--- config.mk ---
export PLATFORM = sky130hd
export DESIGN_NAME = text_line_splitter
export DESIGN_NICKNAME = d
export VERILOG_FILES = /design/src/sv/tls_pkg.sv /design/src/sv/tls_front.sv /design/src/sv/tls_queue.sv /design/src/sv/tls_back.sv /design/src/sv/text_line_splitter.sv
export SDC_FILE = /design/constraint.sdc
export NUM_CORES = 1
export LEC_CHECK = 0
export ABC_AREA = 1
export BUFFER_PORTS_ARGS = -buffer_cell sky130_fd_sc_hd__buf_4
export CAP_MARGIN = 20
export CELL_PAD_IN_SITES_DETAIL_PLACEMENT = 1
export CELL_PAD_IN_SITES_GLOBAL_PLACEMENT = 1
export CORE_MARGIN = 2
export CORE_UTILIZATION = 35
export CTS_BUF_LIST = sky130_fd_sc_hd__clkbuf_4
export DETAILED_ROUTE_END_ITERATION = 8
export GPL_TIMING_DRIVEN = 0
export PLACE_DENSITY = 0.67
export SYNTH_ARGS = -nofsm -noshare
export SYNTH_HDL_FRONTEND = slang
export SYNTH_SLANG_ARGS = --single-unit
--- constraint.sdc ---
create_clock -name clk_i -period 5.6 [get_ports clk_i]
set_input_delay 0.28 -clock clk_i [delete_from_list [all_inputs] [get_ports clk_i]]
set_output_delay 0.28 -clock clk_i [all_outputs]
set_load 0.1 [all_outputs]
--- src/sv/tls_pkg.sv ---
// ----------------------------------------------------------------------------
// tls_pkg: shared types, constants and helpers for the text line splitter
// Command format between front and back, code-unit matching helpers.
// ----------------------------------------------------------------------------
package tls_pkg;

  localparam int LENGTH_BITS = 16;
  localparam int UNIT_BITS   = 32;
  localparam int MAX_RESULTS = 3;
  localparam int QUEUE_DEPTH = 4;
  localparam int QPTR_BITS   = $clog2(QUEUE_DEPTH);
  localparam int CFG_BITS    = 3;

  localparam logic [7:0] CH_CR = 8'h0D;
  localparam logic [7:0] CH_LF = 8'h0A;

  // Register indexes on the config port
  localparam logic CFG_UNIT_BYTES = 1'b0;
  localparam logic CFG_BIG_ENDIAN = 1'b1;

  typedef enum logic [1:0] {
    PH_NONE = 2'd0,  // no CR held
    PH_CR   = 2'd1,  // one CR held
    PH_CRCR = 2'd2   // CR CR held
  } phase_e;

  // What one result slot of a command produces
  typedef enum logic [2:0] {
    K_NONE,      // no unit, no line end (bare end of stream)
    K_CR,        // CR inside a line
    K_CR_END,    // CR closing a line, length from command
    K_CR_END1,   // lone CR line, length 1
    K_UNIT,      // plain unit
    K_UNIT_END,  // unit (LF) closing a line, length from command
    K_CLOSE      // no unit, closes open line at end of stream
  } kind_e;

  typedef struct packed {
    logic [UNIT_BITS-1:0] unit_mask;
    logic [UNIT_BITS-1:0] cr;
    logic [UNIT_BITS-1:0] lf;
  } match_t;

  typedef struct packed {
    kind_e [MAX_RESULTS-1:0] kind;
    logic  [1:0]             cnt;   // results in this command, 0..3 (0 is never pushed)
    logic  [UNIT_BITS-1:0]   unit;
    logic  [LENGTH_BITS-1:0] len;
    logic                    eos;
  } cmd_t;

  typedef struct packed {
    logic                    has_unit;
    logic [UNIT_BITS-1:0]    unit;
    logic                    line_end;
    logic [LENGTH_BITS-1:0]  len;
    logic                    stream_end;
    logic                    last;
  } result_t;

  function automatic logic [UNIT_BITS-1:0] unit_mask(logic [CFG_BITS-1:0] ub);
    logic [UNIT_BITS-1:0] m;
    case (ub)
      3'd1:    m = UNIT_BITS'(32'h0000_00FF);
      3'd2:    m = UNIT_BITS'(32'h0000_FFFF);
      default: m = '1;
    endcase
    return m;
  endfunction

  function automatic logic [UNIT_BITS-1:0] char_code(logic [CFG_BITS-1:0] ub,
                                                     logic be, logic [7:0] ch);
    logic [UNIT_BITS-1:0] c;
    c = UNIT_BITS'(ch);
    if (be) begin
      case (ub)
        3'd1:    c = c;
        3'd2:    c = c << 8;
        default: c = c << 24;
      endcase
    end
    return c;
  endfunction

  function automatic logic [LENGTH_BITS-1:0] len_sat_add(logic [LENGTH_BITS-1:0] a,
                                                         logic [1:0] b);
    logic [LENGTH_BITS:0] s;
    s = {1'b0, a} + (LENGTH_BITS+1)'(b);
    return s[LENGTH_BITS] ? '1 : s[LENGTH_BITS-1:0];
  endfunction

endpackage

--- src/sv/tls_front.sv ---
// ----------------------------------------------------------------------------
// tls_front: input classifier
// Matches CR/LF, tracks held CRs and line length, emits one command per item that yields results.
// ----------------------------------------------------------------------------
module tls_front (
  input  logic                            clk_i,
  input  logic                            rst_ni,
  input  logic                            valid_i,
  output logic                            ready_o,
  input  logic                            action_i,
  input  logic [tls_pkg::UNIT_BITS-1:0]   code_unit_i,
  input  tls_pkg::match_t                 match_i,
  input  logic                            full_i,
  output logic                            push_o,
  output tls_pkg::cmd_t                   cmd_o
);

  tls_pkg::phase_e                      phase_q, phase_d, ph;
  logic [tls_pkg::LENGTH_BITS-1:0]      count_q, count_d;
  logic                                 open_q, open_d;
  logic [tls_pkg::UNIT_BITS-1:0]        u;
  logic                                 is_cr, is_lf, acc;

  assign ready_o = !full_i;
  assign acc     = valid_i && !full_i;
  assign push_o  = acc && (cmd_o.cnt != 2'd0);

  always_ff @(posedge clk_i or negedge rst_ni) begin
    if (!rst_ni) begin
      phase_q <= tls_pkg::PH_NONE;
      count_q <= '0;
      open_q  <= 1'b0;
    end else if (acc) begin
      phase_q <= phase_d;
      count_q <= count_d;
      open_q  <= open_d;
    end
  end

  always_comb begin
    u     = code_unit_i & match_i.unit_mask;
    is_cr = (u == match_i.cr);
    is_lf = (u == match_i.lf);

    case (phase_q)
      tls_pkg::PH_CR, tls_pkg::PH_CRCR: ph = phase_q;
      default:                          ph = tls_pkg::PH_NONE;
    endcase

    phase_d = ph;
    count_d = count_q;
    open_d  = open_q;

    cmd_o      = '0;
    cmd_o.kind = {tls_pkg::K_NONE, tls_pkg::K_NONE, tls_pkg::K_NONE};
    cmd_o.unit = u;

    if (action_i) begin
      // end of stream: flush held CRs or the open line
      cmd_o.eos = 1'b1;
      cmd_o.cnt = 2'd1;
      if (ph != tls_pkg::PH_NONE) begin
        cmd_o.kind[0] = tls_pkg::K_CR_END;
        cmd_o.len     = tls_pkg::len_sat_add(count_q, 2'd1);
        if (ph == tls_pkg::PH_CRCR) begin
          cmd_o.kind[1] = tls_pkg::K_CR_END1;
          cmd_o.cnt     = 2'd2;
        end
      end else if (open_q) begin
        cmd_o.kind[0] = tls_pkg::K_CLOSE;
        cmd_o.len     = count_q;
      end
      phase_d = tls_pkg::PH_NONE;
      count_d = '0;
      open_d  = 1'b0;
    end else if (ph == tls_pkg::PH_NONE) begin
      if (is_lf) begin
        cmd_o.kind[0] = tls_pkg::K_UNIT_END;
        cmd_o.cnt     = 2'd1;
        cmd_o.len     = tls_pkg::len_sat_add(count_q, 2'd1);
        count_d       = '0;
        open_d        = 1'b0;
      end else if (is_cr) begin
        phase_d = tls_pkg::PH_CR;
      end else begin
        cmd_o.kind[0] = tls_pkg::K_UNIT;
        cmd_o.cnt     = 2'd1;
        count_d       = tls_pkg::len_sat_add(count_q, 2'd1);
        open_d        = 1'b1;
      end
    end else if (is_lf) begin
      // CR LF or CR CR LF: held CRs stay in the line
      cmd_o.kind[0] = tls_pkg::K_CR;
      if (ph == tls_pkg::PH_CRCR) begin
        cmd_o.kind[1] = tls_pkg::K_CR;
        cmd_o.kind[2] = tls_pkg::K_UNIT_END;
        cmd_o.cnt     = 2'd3;
        cmd_o.len     = tls_pkg::len_sat_add(count_q, 2'd3);
      end else begin
        cmd_o.kind[1] = tls_pkg::K_UNIT_END;
        cmd_o.cnt     = 2'd2;
        cmd_o.len     = tls_pkg::len_sat_add(count_q, 2'd2);
      end
      phase_d = tls_pkg::PH_NONE;
      count_d = '0;
      open_d  = 1'b0;
    end else if (is_cr && ph == tls_pkg::PH_CR) begin
      phase_d = tls_pkg::PH_CRCR;
    end else begin
      // held CR(s) each end a line, a second one as a lone-CR line
      cmd_o.kind[0] = tls_pkg::K_CR_END;
      cmd_o.len     = tls_pkg::len_sat_add(count_q, 2'd1);
      cmd_o.cnt     = 2'd1;
      if (ph == tls_pkg::PH_CRCR) begin
        cmd_o.kind[1] = tls_pkg::K_CR_END1;
        cmd_o.cnt     = 2'd2;
      end
      if (is_cr) begin
        phase_d = tls_pkg::PH_CR;
        count_d = '0;
        open_d  = 1'b0;
      end else begin
        if (ph == tls_pkg::PH_CRCR) begin
          cmd_o.kind[2] = tls_pkg::K_UNIT;
          cmd_o.cnt     = 2'd3;
        end else begin
          cmd_o.kind[1] = tls_pkg::K_UNIT;
          cmd_o.cnt     = 2'd2;
        end
        phase_d = tls_pkg::PH_NONE;
        count_d = tls_pkg::len_sat_add('0, 2'd1);
        open_d  = 1'b1;
      end
    end
  end

endmodule

--- src/sv/tls_queue.sv ---
// ----------------------------------------------------------------------------
// tls_queue: command FIFO
// Small FIFO between classifier and result sequencer.
// ----------------------------------------------------------------------------
module tls_queue (
  input  logic          clk_i,
  input  logic          rst_ni,
  input  logic          push_i,
  input  tls_pkg::cmd_t wdata_i,
  input  logic          pop_i,
  output tls_pkg::cmd_t head_o,
  output logic          empty_o,
  output logic          full_o
);

  tls_pkg::cmd_t                 mem_q [tls_pkg::QUEUE_DEPTH];
  logic [tls_pkg::QPTR_BITS-1:0] wr_ptr_q, rd_ptr_q;
  logic [tls_pkg::QPTR_BITS:0]   cnt_q, cnt_d;

  assign empty_o = (cnt_q == '0);
  assign full_o  = (cnt_q == (tls_pkg::QPTR_BITS+1)'(tls_pkg::QUEUE_DEPTH));
  assign head_o  = mem_q[rd_ptr_q];

  always_comb begin
    cnt_d = cnt_q;
    if (push_i && !pop_i) begin
      cnt_d = cnt_q + 1'b1;
    end else if (pop_i && !push_i) begin
      cnt_d = cnt_q - 1'b1;
    end
  end

  always_ff @(posedge clk_i or negedge rst_ni) begin
    if (!rst_ni) begin
      wr_ptr_q <= '0;
      rd_ptr_q <= '0;
      cnt_q    <= '0;
    end else begin
      cnt_q <= cnt_d;
      if (push_i) begin
        wr_ptr_q <= wr_ptr_q + 1'b1;
      end
      if (pop_i) begin
        rd_ptr_q <= rd_ptr_q + 1'b1;
      end
    end
  end

  always_ff @(posedge clk_i) begin
    if (push_i) begin
      mem_q[wr_ptr_q] <= wdata_i;
    end
  end

endmodule

--- src/sv/tls_back.sv ---
// ----------------------------------------------------------------------------
// tls_back: result sequencer
// Walks the result slots of the head command, one result per cycle unless the output is stalled.
// ----------------------------------------------------------------------------
module tls_back (
  input  logic                          clk_i,
  input  logic                          rst_ni,
  input  tls_pkg::cmd_t                 head_i,
  input  logic                          empty_i,
  output logic                          pop_o,
  input  logic [tls_pkg::UNIT_BITS-1:0] cr_i,
  output logic                          valid_o,
  input  logic                          ready_i,
  output tls_pkg::result_t              res_o
);

  logic              ov_q, ov_d;
  logic [1:0]        idx_q, idx_d;
  logic              load, slot_last;
  tls_pkg::kind_e    kind;
  tls_pkg::result_t  res_q, res_d;

  assign valid_o = ov_q;
  assign res_o   = res_q;

  assign load      = !empty_i && (!ov_q || ready_i);
  assign slot_last = (idx_q == head_i.cnt - 2'd1);
  assign pop_o     = load && slot_last;

  always_comb begin
    case (idx_q)
      2'd0:    kind = head_i.kind[0];
      2'd1:    kind = head_i.kind[1];
      default: kind = head_i.kind[2];
    endcase

    res_d            = '0;
    res_d.last       = slot_last;
    res_d.stream_end = slot_last && head_i.eos;
    case (kind)
      tls_pkg::K_CR: begin
        res_d.has_unit = 1'b1;
        res_d.unit     = cr_i;
      end
      tls_pkg::K_CR_END: begin
        res_d.has_unit = 1'b1;
        res_d.unit     = cr_i;
        res_d.line_end = 1'b1;
        res_d.len      = head_i.len;
      end
      tls_pkg::K_CR_END1: begin
        res_d.has_unit = 1'b1;
        res_d.unit     = cr_i;
        res_d.line_end = 1'b1;
        res_d.len      = tls_pkg::len_sat_add('0, 2'd1);
      end
      tls_pkg::K_UNIT: begin
        res_d.has_unit = 1'b1;
        res_d.unit     = head_i.unit;
      end
      tls_pkg::K_UNIT_END: begin
        res_d.has_unit = 1'b1;
        res_d.unit     = head_i.unit;
        res_d.line_end = 1'b1;
        res_d.len      = head_i.len;
      end
      tls_pkg::K_CLOSE: begin
        res_d.line_end = 1'b1;
        res_d.len      = head_i.len;
      end
      default: begin
      end
    endcase

    idx_d = idx_q;
    if (load) begin
      idx_d = slot_last ? 2'd0 : idx_q + 2'd1;
    end

    ov_d = ov_q;
    if (load) begin
      ov_d = 1'b1;
    end else if (ready_i) begin
      ov_d = 1'b0;
    end
  end

  always_ff @(posedge clk_i or negedge rst_ni) begin
    if (!rst_ni) begin
      ov_q  <= 1'b0;
      idx_q <= 2'd0;
    end else begin
      ov_q  <= ov_d;
      idx_q <= idx_d;
    end
  end

  always_ff @(posedge clk_i) begin
    if (load) begin
      res_q <= res_d;
    end
  end

endmodule

--- src/sv/text_line_splitter.sv ---
// ----------------------------------------------------------------------------
// text_line_splitter: splits a stream of text code units into lines
// Top level: config registers, classifier, command FIFO, result sequencer.
// ----------------------------------------------------------------------------
// Takes one input item per cycle while the command FIFO is not full. Each
// unit item yields zero to three results (a CR is held until the next item
// decides LF, CR CR LF or lone CR), and the output side issues one result per
// cycle unless the output is stalled; a 4-entry command FIFO lets the input
// keep going meanwhile. An item with results is written into the FIFO and then
// loaded into the output register before its first result shows. End-of-stream
// items flush held CRs or the open line and return all line state to reset.
// Config (unit width, byte order) must be written only while idle; CR/LF codes
// follow it, units pass through unswapped, masked to the configured width.
// ----------------------------------------------------------------------------
module text_line_splitter (
  input  logic        clk_i,
  input  logic        rst_ni,
  // config write port: index 0 = unit_bytes, 1 = big_endian
  input  logic        cfg_we_i,
  input  logic [0:0]  cfg_index_i,
  input  logic [2:0]  cfg_data_i,
  // input stream
  input  logic        s_axis_tvalid,
  output logic        s_axis_tready,
  input  logic [31:0] s_axis_tdata,   // [31:0] code_unit
  input  logic [0:0]  s_axis_tuser,   // [0] action (1 = end of stream)
  // output stream
  output logic        m_axis_tvalid,
  input  logic        m_axis_tready,
  output logic [47:0] m_axis_tdata,   // [31:0] out_unit, [47:32] line_length
  output logic [2:0]  m_axis_tuser,   // [0] has_unit, [1] line_end, [2] stream_end
  output logic        m_axis_tlast    // last result of this item
);

  logic [tls_pkg::CFG_BITS-1:0] unit_bytes_q;
  logic                         big_endian_q;
  tls_pkg::match_t              match;

  logic             push, pop, empty, full;
  tls_pkg::cmd_t    cmd, head;
  tls_pkg::result_t res;

  // Config registers
  always_ff @(posedge clk_i or negedge rst_ni) begin
    if (!rst_ni) begin
      unit_bytes_q <= 3'd1;
      big_endian_q <= 1'b0;
    end else if (cfg_we_i) begin
      case (cfg_index_i)
        tls_pkg::CFG_UNIT_BYTES: unit_bytes_q <= cfg_data_i;
        tls_pkg::CFG_BIG_ENDIAN: big_endian_q <= cfg_data_i[0];
        default: begin
        end
      endcase
    end
  end

  // CR/LF codes and unit mask for the current width and byte order
  always_comb begin
    match.unit_mask = tls_pkg::unit_mask(unit_bytes_q);
    match.cr        = tls_pkg::char_code(unit_bytes_q, big_endian_q, tls_pkg::CH_CR);
    match.lf        = tls_pkg::char_code(unit_bytes_q, big_endian_q, tls_pkg::CH_LF);
  end

  // Front: classify each item into a command of up to three results
  tls_front u_front (
    .clk_i       (clk_i),
    .rst_ni      (rst_ni),
    .valid_i     (s_axis_tvalid),
    .ready_o     (s_axis_tready),
    .action_i    (s_axis_tuser[0]),
    .code_unit_i (s_axis_tdata),
    .match_i     (match),
    .full_i      (full),
    .push_o      (push),
    .cmd_o       (cmd)
  );

  // Decoupling FIFO; commands with no result are never pushed
  tls_queue u_queue (
    .clk_i   (clk_i),
    .rst_ni  (rst_ni),
    .push_i  (push),
    .wdata_i (cmd),
    .pop_i   (pop),
    .head_o  (head),
    .empty_o (empty),
    .full_o  (full)
  );

  // Back: one result per cycle into the output register while the output is not stalled
  tls_back u_back (
    .clk_i   (clk_i),
    .rst_ni  (rst_ni),
    .head_i  (head),
    .empty_i (empty),
    .pop_o   (pop),
    .cr_i    (match.cr),
    .valid_o (m_axis_tvalid),
    .ready_i (m_axis_tready),
    .res_o   (res)
  );

  assign m_axis_tdata = {res.len, res.unit};
  assign m_axis_tuser = {res.stream_end, res.line_end, res.has_unit};
  assign m_axis_tlast = res.last;

endmodule

== Word-level counts from Yosys, hierarchy flattened ==
Memories as Yosys holds them, arrays and structs flattened.
Cells that the tools add are included.

* Register bits: 85
* Bits in writable memories: 240
* Bits of input ports: 42
* Output and inout bits: 54
* Memories kept: 1

{| class="wikitable"
|+ Memories
! memory !! depth !! width !! rd ports !! clocked after Yosys merged registers in !! wr ports !! RTL line !! source
|-
| u_queue.mem_q || 4 || 60 || 1 || 0 || 1 || tls_queue.sv:16 || <nowiki>tls_pkg::cmd_t mem_q [tls_pkg::QUEUE_DEPTH];</nowiki>
|}

* Add/subtract/negate cells: 9
* Equality and inequality tests: 19
* Mux-type cells: 70
* Bitwise operators: 2
* Reduce and logical (&&, ||, !) cells: 28

{| class="wikitable"
|+ Operators with widths
! operator !! number
|-
| two-way mux 16 bit || 17
|-
| one-hot mux 28 bit (2 select lines) || 2
|-
| one-hot mux 33 bit (2 select lines) || 1
|-
| == test 32 x 28 -> 1 bit || 2
|-
| one-hot mux 32 bit (2 select lines) || 1
|-
| two-way mux 28 bit || 2
|-
| adder 16 x 2 -> 17 bit (second input constant) || 2
|-
| one-hot mux 17 bit (2 select lines) || 1
|-
| AND 32 bit || 1
|-
| two-way mux 3 bit || 9
|-
| two-way mux 2 bit || 13
|-
| two-way mux 11 bit || 2
|-
| adder 16 x 1 -> 17 bit (second input constant) || 1
|-
| two-way mux 1 bit || 15
|-
| two-way mux 5 bit || 3
|-
| == test 3 bit (second input constant) || 4
|-
| two-way mux 6 bit || 2
|-
| == test 3 x 2 -> 1 bit (second input constant) || 3
|-
| logical AND 1 bit || 8
|-
| two-way mux 8 bit || 1
|-
| nonzero test 2 bit || 4
|-
| adder 2 x 1 -> 2 bit (second input constant) || 3
|-
| == test 2 x 1 -> 1 bit (second input constant) || 3
|-
| == test 3 x 1 -> 1 bit (second input constant) || 2
|-
| 17 further kinds || 26
|}

== Depth between registers and ports, before layout ==
* Word-level depth: 17
* Mapped depth: 25
* Depth with buffers taken out: 24

== By module ==
From an unflattened synthesis, not the netlist that was laid out.

* Cell total of the unflattened synthesis: 1945
* Area, all modules: 17620.6 um^2

{| class="wikitable"
|+ Modules (own cells, without submodules)
! module !! instances !! cells an instance !! area an instance (um^2) !! sequential area each (um^2)
|-
| tls_queue || 1 || 748 || 10332.4 || 7382.1
|-
| tls_front || 1 || 921 || 4560.6 || 475.5
|-
| tls_back || 1 || 244 || 2503.7 || 1636.6
|-
| text_line_splitter || 1 || 32 || 224.0 || 101.3
|}

== Worst setup path before layout ==
OpenSTA, ideal clock, no wires.

* Path kind: reg2reg
* Start: register u_back.ov_q (netlist: u_back.valid_o)
* End: register u_queue.cnt_q[1] in the netlist's numbering
* Setup time: 0.123 ns
* Data arrival time: 5.172 ns
* Data required time: 5.477 ns
* Slack: 0.305 ns
* Stages on the path, launching flop included: 10
* Path buffers: 0
* Clock period less this slack: 5.295 ns
* Path through: dfrtp_1 -> inv_1 -> nor2_1 -> a31oi_1 -> nand2_1 -> ha_1 -> inv_1 -> fa_1 -> nor2_1 -> a21oi_1

* Longest elaborated chain between the ends: 7
* Elaborated cells between the ends (all ways): 9
* Those cells by class: 1 x mux; 8 x reduce/logical

{| class="wikitable"
|+ RTL lines
! item !! RTL line !! source
|-
| start, declared || tls_back.sv:17 || <nowiki>logic ov_q, ov_d;</nowiki>
|-
| start signal, assigned || tls_back.sv:93 || <nowiki>ov_q <= ov_d;</nowiki>
|-
| logical NOT 1 bit || tls_back.sv:26 || <nowiki>assign load = !empty_i && (!ov_q || ready_i);</nowiki>
|-
| logical OR 1 bit || tls_back.sv:26 ||
|-
| logical AND 1 bit || tls_back.sv:26 ||
|-
| via u_back.load || tls_back.sv:19 || <nowiki>logic load, slot_last;</nowiki>
|-
| logical AND 1 bit || tls_back.sv:28 || <nowiki>assign pop_o = load && slot_last;</nowiki>
|-
| logical NOT 1 bit || tls_queue.sv:26 || <nowiki>if (push_i && !pop_i) begin</nowiki>
|-
| logical AND 1 bit || tls_queue.sv:26 ||
|-
| two-way mux 3 bit || tls_queue.sv:26 ||
|-
| via u_queue.cnt_d (one bit) || tls_queue.sv:18 || <nowiki>logic [tls_pkg::QPTR_BITS:0] cnt_q, cnt_d;</nowiki>
|-
| end signal, assigned || tls_queue.sv:39 || <nowiki>cnt_q <= cnt_d;</nowiki>
|-
| end, declared || tls_queue.sv:18 ||
|}

The timed path passes the listed nets, and every way through them passes these cells.
A chain may end at the register's enable or synchronous reset.

== Worst setup path after layout ==
* Start: register unit_bytes_q[2] in the netlist's numbering
* End: memory u_queue.mem_q[0][43] in the netlist's numbering (enable)

* Longest elaborated chain between the ends: 13
* Elaborated cells between the ends (all ways): 22
* Those cells by class: 4 x eq/ne; 14 x mux; 1 x bitwise; 3 x reduce/logical

{| class="wikitable"
|+ RTL lines
! item !! RTL line !! source
|-
| start, declared || text_line_splitter.sv:35 || <nowiki>logic [tls_pkg::CFG_BITS-1:0] unit_bytes_q;</nowiki>
|-
| start signal, assigned || text_line_splitter.sv:50 || <nowiki>tls_pkg::CFG_UNIT_BYTES: unit_bytes_q <= cfg_data_i;</nowiki>
|-
| == test 3 x 2 -> 1 bit or == test 3 x 1 -> 1 bit (tied branches) || tls_pkg.sv:63, tls_pkg.sv:76 ||
|-
| one-hot mux 32 bit (2 select lines) or one-hot mux 28 bit (2 select lines) (tied branches) || tls_pkg.sv:63, tls_pkg.sv:76 ||
|-
| AND 32 bit or two-way mux 28 bit (tied branches) || tls_front.sv:41, tls_pkg.sv:75 ||
|-
| == test 32 x 28 -> 1 bit || tls_front.sv:42 || <nowiki>is_cr = (u == match_i.cr);</nowiki>
|-
| two-way mux 2 bit or logical AND 1 bit (tied branches) || tls_front.sv:118, tls_front.sv:107 ||
|-
| two-way mux 11 bit || tls_front.sv:107 || <nowiki>end else if (is_cr && ph == tls_pkg::PH_CR) begin</nowiki>
|-
| two-way mux 11 bit || tls_front.sv:91 || <nowiki>end else if (is_lf) begin</nowiki>
|-
| two-way mux 5 bit (*) || tls_front.sv:76 || <nowiki>end else if (ph == tls_pkg::PH_NONE) begin</nowiki>
|-
| two-way mux 8 bit (*) || tls_front.sv:58 || <nowiki>if (action_i) begin</nowiki>
|-
| nonzero test 2 bit (*) || tls_front.sv:26 || <nowiki>assign push_o = acc && (cmd_o.cnt != 2'd0);</nowiki>
|-
| logical AND 1 bit (*) || tls_front.sv:26 ||
|-
| two-way mux 1 bit (*) || tls_queue.sv:50 || <nowiki>if (push_i) begin</nowiki>
|-
| two-way mux 1 bit (not written as such) (*) || tls_queue.sv:51 || <nowiki>mem_q[wr_ptr_q] <= wdata_i;</nowiki>
|-
| end, declared || tls_queue.sv:16 ||
|}

Every way passes the cells marked *; elsewhere a longest branch is shown, timed or not.

==> reports/qor.csv <==
stage,metric,value,unit
hold_path,Hold Startpoint,s_axis_tvalid,
clock_network,CTS Hold Buffers Added,47,
yosys,Post-Syn Instances,1416,
timing,Tcrit/Tclk final,77.5,%
floorplan,total die area,43800,um2
global_route,grt ovf,0,
worst_setup_path,Setup Crit Path Kind,flip-flop to flip-flop,
yosys,most frequent cells after synthesis,"edfxtp_1 (288), nor2_1 (265), nand2_1 (191)",
hold_path,min-delay worst type,input pin to flip-flop,
worst_setup_path,critical path endpoint category,flip-flop,
clock_network,CTS tree,done,
drt,Final ANT Viol Nets,0,
yosys,Synth area leaders,"edfxtp_1 (59%), nor2_1 (6.7%), dfrtp_1 (5.4%)",
worst_setup_path,worst-path fanout max,22,
yosys,syn nets,1477,
yosys,ys flop type,edfxtp_1,
drt,Detailed Routing Iterations Pass 1,5,
floorplan,Die Ht,209,um
global_route,largest net degree at the start of global routing,29,
yosys,"Seq/Total Area, Yosys",64.2,%
yosys,share of the synthesized area in the top cell type,58.6,%
flow_run,max cap viols,0,
drt,via count,11700,
drt,final WL,46600,um
yosys,Synth Cell Area,14800,um2
clock_network,Post-CTS Setup Inserts,0,
timing,fin. max-slew vios,0,
yosys,total of warnings raised by yosys,0,
power_and_ir_drop,VDD IR-drop max,0.000299,V
timing,final hold vios,0,
clock_network,worst skew pair latency,0.82,ns
timing,worst slew pin tran,0.834,ns
clock_network,CTS root buffer,clkbuf_4,
place,hpwl dp,31200,um
power_and_ir_drop,Overall Power,10.7,mW
power_and_ir_drop,Cell Pwr Density,593,nW/um2
floorplan,row cnt,75,
worst_setup_path,Worst setup SP type,flip-flop,
yosys,Mean Syn Cell Area,10.4,um2
drt,1st-iter DRT viols,693,
final_layout,final instance area,18100,um2
floorplan,initial core utilization,35.3,%
yosys,"count leader, synth",edfxtp_1,
worst_setup_path,Crit path required time,6.08,ns
final_layout,share of cells above drive strength 1,19.3,%
global_route,first-pass GRT wire length,72000,um
clock_network,clk sinks,321,
final_layout,"Core Util, Final",43.3,%
timing,Max Clock Skew,0.0820,ns
drt,Residual DRC,0,
yosys,"EDFF count, synth",288,
floorplan,Top Ports,96,
clock_network,CTS Buf Count,90,
worst_setup_path,origin of the worst setup path,unit_bytes_q[2],
place,Port Buf Inserts,95,
timing,RSZ-0062 raised after global routing,no,
yosys,"area leader, netlist",edfxtp_1,
global_route,GRT Total Usage,21.5,%
timing,FMAX,0.230,GHz
drt,vias per cell,5.13,
status,run status,completed,
worst_setup_path,RR Startpoint,unit_bytes_q[2],
floorplan,die width,209,um
clock_network,post-cts resize count,0,
global_route,vias in the first global route,12700,
final_layout,fin nets,1721,
drt,WL per Instance,20.5,um
floorplan,core area,41800,um2
yosys,#FFs+latches synth,321,
yosys,Yosys cell types,53,
timing,Tmin final,4.34,ns
final_layout,area growth from synthesis to layout,22.5,%
clock_network,Worst-path clk slew,0.07,ns
clock_network,htree depth,3,
timing,Final Setup Violations,0,
clock_network,Longest Clk Path Bufs,3,
yosys,fraction of registers with async set/reset,10.3,%
place,Final GP Congestion,0.894,
global_route,initial antenna violation count,3,
worst_setup_path,Critical Path AT,4.82,ns
timing,Slew HR,44.3,%
power_and_ir_drop,Pleak,7.07,nW
timing,final hold slack,0.248,ns
place,Placement Cell Area,16400,um2
report_power, final:
part / switching [mW] / total, mW / internal, mW
registers: 0.209 / 3.68 / 3.47
logic: 3.74 / 4.85 / 1.10
clock network: 1.04 / 2.20 / 1.17
logic make-up (layout without fill, tap and decap cells):
logic type / Yosys count / in the layout / synth area share [%]
xor gates and xnor gates: 21 / 21 / 1.25
AOI/OAI and AO/OA: 322 / 322 / 12.4
and+or+nand+nor: 546 / 546 / 15.4
buffers and inverters: 187 / 504 / 5.05
adders and majority gates: 19 / 19 / 1.66
DFF: 321 / 321 / 64.2
other: 0 / 2 / 0
metal layers:
metal	up-vias	part of all wire, %	GRT usage (%)	wire [um]
li1	5439	-	-	-
met1	5759	42	26.7	19800
met2	358	49	36.5	22800
met3	103	5.2	4.40	2420
met4	2	3.3	9.73	1540
met5	-	0.017	0	8
layout make-up:
| type | count | area, um2 |
|---|---|---|
| antenna | 2 | 5.00 |
| clock inverter | 28 | 154 |
| multi-input combinational | 908 | 4580 |
| sequential | 321 | 9480 |
| timing repair buffer | 152 | 1420 |
| fill | 4697 | 23700 |
| inverter | 125 | 469 |
| tap | 539 | 674 |
| buffer | 62 | 277 |
| clock buffer | 137 | 1030 |
state kept, by name, indices dropped and copies added, names as in the netlist:
name              count
u_back.res_o         52
u_front.count_q      16
u_queue.wr_ptr_q      2
u_queue.rd_ptr_q      2
u_queue.mem_q       236
u_back.valid_o        1
unit_bytes_q          3
u_front.open_q        1
u_back.idx_q          2
u_queue.cnt_q         3
big_endian_q          1
u_front.phase_q       2
path summary, 6_finish.rpt:
check / to / slack, ns / depth (start not counted)
worst max-delay path: u_queue.mem_q[0][43] / 1.26 / 19
worst min-delay path: u_front.phase_q[1] / 0.25 / 4
worst max register to register: u_queue.mem_q[0][43] / 1.26 / 19
worst min register to register: u_queue.wr_ptr_q[1] / 0.53 / 2
max in group asynchronous: u_front.count_q[14] / 4.60 / 4
min in group asynchronous: u_queue.rd_ptr_q[0] / 0.53 / 3
critical path, cell delays in order (launching register included):
cell	delay [ns]
dfrtp_1	0.37
inv_2	0.09
nand3_2	0.30
nand2_2	0.27
inv_2	0.08
nand2_1	0.12
nand2_1	0.09
nand2_1	0.07
nand3_1	0.14
nor2_4	0.28
inv_1	0.18
ha_1	0.31
nand3_1	0.07
nand2_1	0.09
nand2_1	0.10
nand2_2	0.13
nand2_4	0.12
nor2_4	0.67
buf_12	0.29
buf_16	0.19
through the flow:
step                setup TNS, ns  setup WS [ns]  cells
finish                          0           1.26   2274
global route                    0          0.984   2274
CTS                             0           1.20   2272
detailed placement              0           1.27   2060
global placement          -561.32          -2.34   2050
floorplan                       0          0.305   1416
cells in the final DEF, fill, tap and decap left out, drive strengths merged, types with 3 or more instances in the layout:
| master | count |
|---|---|
| nand2 | 201 |
| inv | 125 |
| dlygate4sd3 | 46 |
| a21oi | 92 |
| buf | 127 |
| edfxtp | 288 |
| ha | 18 |
| nand3 | 54 |
| nor2 | 272 |
| o22ai | 13 |
| dfrtp | 32 |
| nor3 | 8 |
| clkbuf | 178 |
| clkinvlp | 3 |
| a22oi | 3 |
| o21ai | 173 |
| xnor2 | 4 |
| nand4 | 8 |
| clkinv | 24 |
| o211ai | 9 |
| o221ai | 8 |
| xor2 | 17 |
| a31oi | 8 |
Power figures use the tool's default switching activity.
